--- src/hdl/wrb_fifo.sv ---
module wrb_fifo #(
   parameter int WIDTH = 8,
   parameter int DEPTH = 2
) (
   input  logic             clock,
   input  logic             reset,
   input  logic             push,
   input  logic [WIDTH-1:0] din,
   output logic             full,
   input  logic             pop,
   output logic [WIDTH-1:0] dout,
   output logic             empty
);
   localparam int PW = (DEPTH > 1) ? $clog2(DEPTH) : 1;

   logic [WIDTH-1:0] slot_ff [DEPTH];
   logic [PW-1:0]    wr_ff, wr_in, rd_ff, rd_in;
   logic [PW:0]      cnt_ff, cnt_in;
   logic             do_push, do_pop;

   assign full    = (cnt_ff == (PW+1)'(DEPTH));
   assign empty   = (cnt_ff == '0);
   assign do_push = push && !full;
   assign do_pop  = pop && !empty;
   assign dout    = slot_ff[rd_ff];

   always_comb begin
      wr_in  = wr_ff;
      rd_in  = rd_ff;
      cnt_in = cnt_ff;
      if (do_push) begin
         wr_in = (wr_ff == PW'(DEPTH-1)) ? '0 : wr_ff + 1'b1;
      end
      if (do_pop) begin
         rd_in = (rd_ff == PW'(DEPTH-1)) ? '0 : rd_ff + 1'b1;
      end
      if (do_push && !do_pop) begin
         cnt_in = cnt_ff + 1'b1;
      end else if (do_pop && !do_push) begin
         cnt_in = cnt_ff - 1'b1;
      end
   end

   always_ff @(posedge clock) begin
      if (reset) begin
         wr_ff  <= '0;
         rd_ff  <= '0;
         cnt_ff <= '0;
      end else begin
         wr_ff  <= wr_in;
         rd_ff  <= rd_in;
         cnt_ff <= cnt_in;
      end
   end

   always_ff @(posedge clock) begin
      if (do_push) begin
         slot_ff[wr_ff] <= din;
      end
   end

endmodule

--- config.mk ---
export PLATFORM = sky130hd
export DESIGN_NAME = wrb_fifo
export DESIGN_NICKNAME = d
export VERILOG_FILES = /design/src/hdl/wrb_fifo.sv
export SDC_FILE = /design/constraint.sdc
export NUM_CORES = 1
export LEC_CHECK = 0
export BUFFER_PORTS_ARGS = -buffer_cell sky130_fd_sc_hd__buf_4
export CAP_MARGIN = 25
export CORE_AREA = 10 10 51 53
export DETAILED_ROUTE_END_ITERATION = 8
export DIE_AREA = 0 0 61 63
export HOLD_SLACK_MARGIN = 0.06
export PLACE_DENSITY = 0.73
export RECOVER_POWER = 50
export SLEW_MARGIN = 30
export SYNTH_ARGS = -nofsm -noshare
export SYNTH_HDL_FRONTEND = slang
export SYNTH_SLANG_ARGS = --single-unit
--- constraint.sdc ---
create_clock -name clock -period 3.15 [get_ports clock]
set_clock_uncertainty 0.2 [all_clocks]
set_input_delay 0.63 -clock clock [delete_from_list [all_inputs] [get_ports clock]]
set_output_delay 0.63 -clock clock [all_outputs]
set_load 0.05 [all_outputs]
-- Yosys cells after proc, flatten, opt, wreduce, memory -nomap -nowiden
Memories as Yosys holds them, arrays and structs flattened. A register that Yosys moved wholly into a read port is not among the register bits.
Cells that the tools add are included.
- register bits after elaboration: 4
- RAM bits: 16
- bits of input ports: 12
- output and inout bits: 10
- memories kept: 1
- add/sub/neg operators: 4
- eq/ne operators: 1
- muxes and demuxes: 8
- reductions and logical operators: 10
- memories (memory ; depth ; bits a word ; rd ports ; clocked after Yosys merged registers in ; wr ports ; line ; RTL):
    slot_ff ; 2 ; 8 ; 1 ; 1 ; 1 ; 16 ; logic [WIDTH-1:0] slot_ff [DEPTH];
- operators with widths (operator ; number):
    $mux W1 ; 6
    $logic_and A1 B1 Y1 ; 4
    $logic_not A1 Y1 ; 4
    $mux W2 ; 2
    $add A1 B1 Y1 const B ; 2
    $add A2 B1 Y2 const B ; 1
    $eq A2 B2 Y1 const B ; 1
    $logic_not A2 Y1 ; 1
    $reduce_bool A2 Y1 ; 1
    $sub A2 B1 Y2 const B ; 1

-- Logic depth before layout (Yosys ltp)
Gate-level depths: netlist (run 1).
- depth after elaboration: 7
- gate-level depth with buffers: 6

-- Least setup slack after synthesis (run 1)
OpenSTA, ideal clock, no wires.
- path kind: reg-to-reg
- start point: register cnt_ff[1]
- end point: register cnt_ff[1]
- library setup time: 0.070 ns
- data arrival time: 1.773 ns
- slack: 1.107 ns
- cell stages (with the launch flop): 6
- cell sequence: dfxtp_1 > nor2b_2 > nor2_1 > ha_1 > or3_1 > a21oi_1
- cells in the longest elaborated chain, start to end: 6
- elaborated cells between the ends (all ways): 15
- classes of those cells: add/sub: 2; eq/ne: 1; mux: 2; reduce/logical: 10
- ends and longest elaborated chain (element ; line ; RTL):
    from (decl) ; 18 ; logic [PW:0] cnt_ff, cnt_in;
    from (signal assigned) ; 52 ; cnt_ff <= cnt_in;
    $eq A2 B2 Y1 (*) ; 21 ; assign full = (cnt_ff == (PW+1)'(DEPTH));
    net full ; 9 ; output logic full,
    $logic_not A1 Y1 (*) ; 23 ; assign do_push = push && !full;
    $logic_and A1 B1 Y1 (*) ; 23 ;
    $logic_not A1 Y1 ; 39 ; end else if (do_pop && !do_push) begin
    $logic_and A1 B1 Y1 ; 39 ;
    $reduce_bool A2 Y1 (no line) ; - ;
Mark *: on every way through the listed nets, which the timed path passes. The rest lies on a longest branch. The select of a mux whose other input is x is not followed.
A chain may end at the register's enable or synchronous reset.

==> results of run 1 <==
==> registers in the layout, indices dropped and copies added (netlist names), named ones only <==
| signal | flops |
|---|---|
| cnt_ff | 2 |
| rd_ff | 1 |
| slot_ff | 16 |
| wr_ff | 1 |
==> through the flow <==
| step | util, % | worst slack, ps |
|---|---|---|
| 3_3_place_gp | 58.6 | 1220 |
| 5_1_grt | 60.0 | 824 |
| 2_1_floorplan | - | 1110 |
| 6_report | 60.0 | 928 |
| 3_5_place_dp | 58.6 | 1150 |
| 4_1_cts | 60.2 | 882 |
==> cells in the final DEF, fill, tap and decap left out <==
master	Yosys	layout
xor2_1	3	3
dfxtp_1	5	5
buf_4	0	13
and2_0	0	1
clkbuf_4	0	11
or3_1	2	2
edfxtp_1	16	16
mux2_2	8	8
o21ai_0	3	3
nor2_1	5	5
inv_1	2	2
ha_1	1	1
nor2b_1	0	1
clkbuf_1	0	1
a21oi_1	2	2
==> cells by family (layout without fill, tap and decap cells) <==
| family | after synthesis | in the layout | share of synthesized area [%] |
|---|---|---|---|
| flip-flops | 21 | 21 | 73.2 |
| AO/OA/AOI/OAI | 5 | 5 | 3.15 |
| XOR/XNOR | 3 | 3 | 3.31 |
| buffers and inverters | 3 | 27 | 1.58 |
| multiplexers | 8 | 8 | 11.4 |
| adder cells (fa/ha/maj) | 1 | 1 | 1.58 |
| AND/OR/NAND/NOR | 9 | 9 | 5.84 |
==> worst max path at each step <==
stage | startpoint | end | slack, ps | cells after the start
floorplan | cnt_ff[1] | cnt_ff[1] | 1110 | 5
global placement | pop | cnt_ff[1] | 1220 | 5
detailed placement | pop | cnt_ff[1] | 1150 | 5
CTS | flop | dout[3] | 880 | 2
global route | flop | dout[3] | 820 | 2
finish | flop | dout[3] | 930 | 2
==> power breakdown <==
| part | switching, mW | internal, mW | leakage [nW] |
|---|---|---|---|
| combinational | 0.256 | 0.138 | 0.187 |
| clock | 0.0704 | 0.0491 | 0.0150 |
| sequential | 0.0357 | 0.353 | 0.191 |
==> final cells by class <==
type / instances / area [um^2] / share of cell area (%)
clock buffers: 4 / 26.3 / 2.65
flip-flops and latches: 21 / 581 / 58.6
inverters: 2 / 7.51 / 0.758
multi-input cells: 26 / 198 / 19.9
repair buffers: 21 / 158 / 15.9
well taps: 17 / 21.3 / 2.15
==> worst max-delay path: stages (launching register included) <==
cell and delay (ps):
dfxtp_1 540, mux2_2 380, buf_4 190
==> metal layers <==
metal  vias up  part of all wire, %
li1        231                    -
met1       219                   36
met2        15                   51
met3         2                   12
met4         0                  1.0
met5         -                    0
==> flow_summary.json, run 1 <==
{
  "drc": 0,
  "ys_dominant_reg_cell": "edfxtp_1",
  "start_kind": "flop",
  "status": "finished clean",
  "synth_top_area_share_pct": 60.6,
  "overflow": 0,
  "grt_pass1_vias": 514,
  "first_iter_violations": 3,
  "cts_tree": "yes",
  "io_buffers": 21,
  "clock_path_buffers": 2,
  "routed_wl_um": 1340,
  "netlist_area_um2": 793,
  "yosysSeqAreaShare_pct": 73.2,
  "syn_nets": 63,
  "max_freq_mhz": 450,
  "grt_usage_pct": 7.35,
  "synth-seq-cells": 21,
  "r2r_setup_slack_ps": 1320,
  "nets": 88,
  "die_w_um": 61,
  "cts_hold_buf": 0,
  "clk_pin_slew_ps": 110,
  "cts_resized": 0,
  "coreArea_um2": 1650,
  "r2r_cells": 5,
  "dp_cells": 87,
  "synthTopCellsByCount": "edfxtp_1, mux2_2, dfxtp_1, nor2_1",
  "hold_start": "wr_ff",
  "yosysWarnings": 0,
  "rows": 15,
  "period_minus_slack_ps": 2220,
  "crit_type": "reg2out",
  "relSlewSlack_pct": 63.0,
  "clk_latency_ps": 290,
  "synthTopCellsByArea": "edfxtp_1, dfxtp_1, mux2_2",
  "design_area_um2": 991,
  "cts.sinks": 21,
  "die_h_um": 63,
  "synth-edff-count": 16,
  "use_met3_pct": 4.07,
  "holdCritPathClass": "reg2reg",
  "clockRootBuffer": "clkbuf_4",
  "grt_busiest_layer": "met2",
  "async_reset_ff_share_pct": 0,
  "synthCells": 50,
  "hold_ws_ps": 293,
  "crit_path_max_fanout": 8,
  "dr.pass1.iters": 2,
  "grt_use_met2_pct": 12.6,
  "viasPerCell": 5.13,
  "avgSynthCellArea_um2": 15.9,
  "final_antenna_net_count": 0,
  "r2r_end": "cnt_ff[1]",
  "yosys.cell_types.count": 13,
  "rsz0062_at_grt": "no",
  "r2r_start": "cnt_ff[1]",
  "peakVddDrop_mv": 0.444,
  "worst_ep_required_time_ps": 2320,
  "grt_max_degree": 12,
  "dr_total_vias": 467,
  "synth_area_leader_cell": "edfxtp_1",
  "p_leak_nw": 0.393,
  "nFillCells": 151,
  "start_util_pct": 48.0,
  "cts_inserted_buffers": 3,
  "io_pins": 22,
  "finalWeightedCongestion": 0.685,
  "dieArea_um2": 3840,
  "timing.final.crit_share_pct": 70.5,
  "drive_above_1_share_pct": 43.2,
  "wl_per_cell_um": 14.7,
  "crit_arrival_ps": 1390,
  "area_growth_syn_to_layout_pct": 24.9,
  "placed_cell_area_um2": 967,
  "fin_cells": 91,
  "setup_violations": 0,
  "yosysMostFrequentCell": "edfxtp_1",
  "maxCapViolCount": 0,
  "htree_levels": 1,
  "p_per_area_nw_per_um2": 911,
  "power.total_mw": 0.903,
  "post_cts_buffers": 0,
  "max_slew.worst_pin.slew_ps": 554,
  "grt_pass1_wl_um": 2100,
  "min_delay_worst_endpoint": "wr_ff",
  "num_antenna_cells": 0,
  "antenna_found_initial": 0,
  "gr-usage-met1_pct": 6.30,
  "slew_violations": 0,
  "hold_violations": 0,
  "cp-end-kind": "output pin",
  "min_path_cells": 2,
  "setup_tns_ps": 0
}
Note: power is estimated with default switching activity, not from simulation.
==> inputs of run 2 (changes only) <==
--- a/config.mk
+++ b/config.mk
@@ -7,11 +7,11 @@
 export LEC_CHECK = 0
 export BUFFER_PORTS_ARGS = -buffer_cell sky130_fd_sc_hd__buf_4
 export CAP_MARGIN = 25
-export CORE_AREA = 10 10 51 53
+export CORE_AREA = 10 10 52 54
 export DETAILED_ROUTE_END_ITERATION = 8
-export DIE_AREA = 0 0 61 63
+export DIE_AREA = 0 0 62 64
 export HOLD_SLACK_MARGIN = 0.06
-export PLACE_DENSITY = 0.73
+export PLACE_DENSITY = 0.7
 export RECOVER_POWER = 50
 export SLEW_MARGIN = 30
 export SYNTH_ARGS = -nofsm -noshare
==> constraint.sdc (replaced) <==
create_clock -name clock -period 2.3 [get_ports clock]
set_clock_uncertainty 0.2 [all_clocks]
set_input_delay 0.46 -clock clock [delete_from_list [all_inputs] [get_ports clock]]
set_output_delay 0.46 -clock clock [all_outputs]
set_load 0.05 [all_outputs]
==> run 2 against run 1 <==
Register-to-register slack worse by 850 ps. Via count fell by 0.21%. Clock power increased by 41%. Sequential share of layout area decreased by 0.37 points. Non-clock buffer count unchanged. Critical path depth is the same. Hold slack got worse by 150 ps. Die area rose by 3.3%. Count of clock-buffer cells in the layout did not move. Largest cell class unchanged. Highest routed layer unchanged.
==> flow_summary.json, run 2 (synthesized netlist as in run 1, its figures left out) <==
{
  "relSlewSlack_pct": 64.2,
  "nets": 88,
  "grt_pass1_wl_um": 2210,
  "r2r_setup_slack_ps": 470,
  "dp_cells": 95,
  "htree_levels": 1,
  "drive_above_1_share_pct": 41.9,
  "cts_tree": "yes",
  "reg_top3": "slot_ff x16, cnt_ff x2",
  "maxCapViolCount": 0,
  "nFillCells": 151,
  "p_leak_nw": 0.390,
  "dieArea_um2": 3970,
  "finalWeightedCongestion": 0.627,
  "min_path_cells": 2,
  "r2r_cells": 5,
  "overflow": 0,
  "max_stage_delay_ps": 540,
  "hold_ws_ps": 145,
  "wl_per_cell_um": 13.6,
  "p_per_area_nw_per_um2": 1250,
  "routed_wl_um": 1350,
  "antenna_found_initial": 0,
  "viasPerCell": 4.71,
  "cts.sinks": 21,
  "holdCritPathClass": "in2reg",
  "final_antenna_net_count": 0,
  "start_util_pct": 46.4,
  "setup_tns_ps": 0,
  "crit_family": "flip-flops",
  "r2r_start": "cnt_ff[1]",
  "io_pins": 22,
  "fin_cells": 99,
  "dr_total_vias": 466,
  "max_slew.worst_pin.slew_ps": 537,
  "crit_type": "reg2out",
  "status": "finished clean",
  "die_h_um": 64,
  "rows": 15,
  "io_buffers": 21,
  "cts_hold_buf": 0,
  "cts_resized": 0,
  "clk_pin_slew_ps": 110,
  "first_iter_violations": 5,
  "rsz0062_at_grt": "no",
  "hold_start": "reset",
  "timing.final.crit_share_pct": 90.4,
  "worst_ep_required_time_ps": 1640,
  "dr.pass1.iters": 2,
  "cp-end-kind": "output pin",
  "hold_violations": 0,
  "crit_chain": "mux2_2 > buf_4",
  "slew_violations": 0,
  "largest_reg_flops": 16,
  "r2r_end": "cnt_ff[1]",
  "coreArea_um2": 1710,
  "max_freq_mhz": 481,
  "crit_arrival_ps": 1420,
  "drc": 0,
  "top_register": "slot_ff",
  "hpwl_um": 1070,
  "grt_usage_pct": 7.72,
  "cts_inserted_buffers": 3,
  "layout_commonest_cell": "edfxtp_1",
  "num_antenna_cells": 0,
  "min_delay_worst_endpoint": "cnt_ff[1]",
  "crit_path_max_fanout": 8,
  "cp_num_buf_inv": 1,
  "grt_max_degree": 12,
  "mostFrequentLayoutCells": "edfxtp_1, buf_4, clkbuf_4",
  "critical_path.slowest_cell": "dfxtp_1",
  "clockRootBuffer": "clkbuf_4",
  "period_minus_slack_ps": 2080,
  "die_w_um": 62,
  "start_kind": "flop",
  "clock_path_buffers": 2,
  "peakVddDrop_mv": 0.741,
  "clk_latency_ps": 290,
  "grt_pass1_vias": 499,
  "area_growth_syn_to_layout_pct": 25.7,
  "setup_violations": 0,
  "post_cts_buffers": 0
}
-- run 2: cell counts in the layout (fill, tap and decap cells not counted) --
Identical to the previous run, type by type.
-- run 2: through the flow --
| stage | total power, mW | area, um^2 | utilization [%] | setup WS (ps) |
|---|---|---|---|---|
| after floorplan | 0.939 | 793 | - | 257 |
| after global placement | 1.08 | 977 | 57.2 | 528 |
| after detailed placement | 1.09 | 977 | 57.2 | 491 |
| after CTS | 1.27 | 1000 | 58.8 | 187 |
| after global routing | 1.31 | 997 | 58.4 | 129 |
| final | 1.24 | 997 | 58.4 | 222 |
-- run 2: report_power, final --
group	internal [mW]	switching [mW]
Clock	0.0675	0.102
Sequential	0.484	0.0484
Combinational	0.189	0.351
-- run 2: worst reg2reg max path, cell delays in order, from the launching register on --
cell and delay [ps]:
dfxtp_1 390, nor2b_1 250, nor2_1 90, ha_1 320, or3_1 380, a21oi_1 140
-- run 2: worst max path at each step --
stage | cells after the start | slack (ps) | endpoint | start
after floorplan | 5 | 260 | cnt_ff[1] | cnt_ff[1]
after global placement | 5 | 530 | cnt_ff[1] | pop
after detailed placement | 5 | 490 | cnt_ff[1] | pop
after CTS | 2 | 190 | dout[5] | flop
after global routing | 2 | 130 | dout[5] | flop
final | 2 | 220 | dout[5] | flop
-- run 2: layout make-up --
type / instances / area [um^2] / area share (%)
clock buffer: 4 / 26.3 / 2.63
inverter: 2 / 7.51 / 0.753
multi-input combinational: 26 / 198 / 19.8
sequential: 21 / 581 / 58.2
tap: 25 / 31.3 / 3.14
timing repair buffer: 21 / 154 / 15.4
-- run 2: layer usage --
metal	part of all wire, %	global-route usage (%)
met1	39	7.86
met2	46	11.5
met3	12	4.55
met4	2.8	5.03
met5	0	0
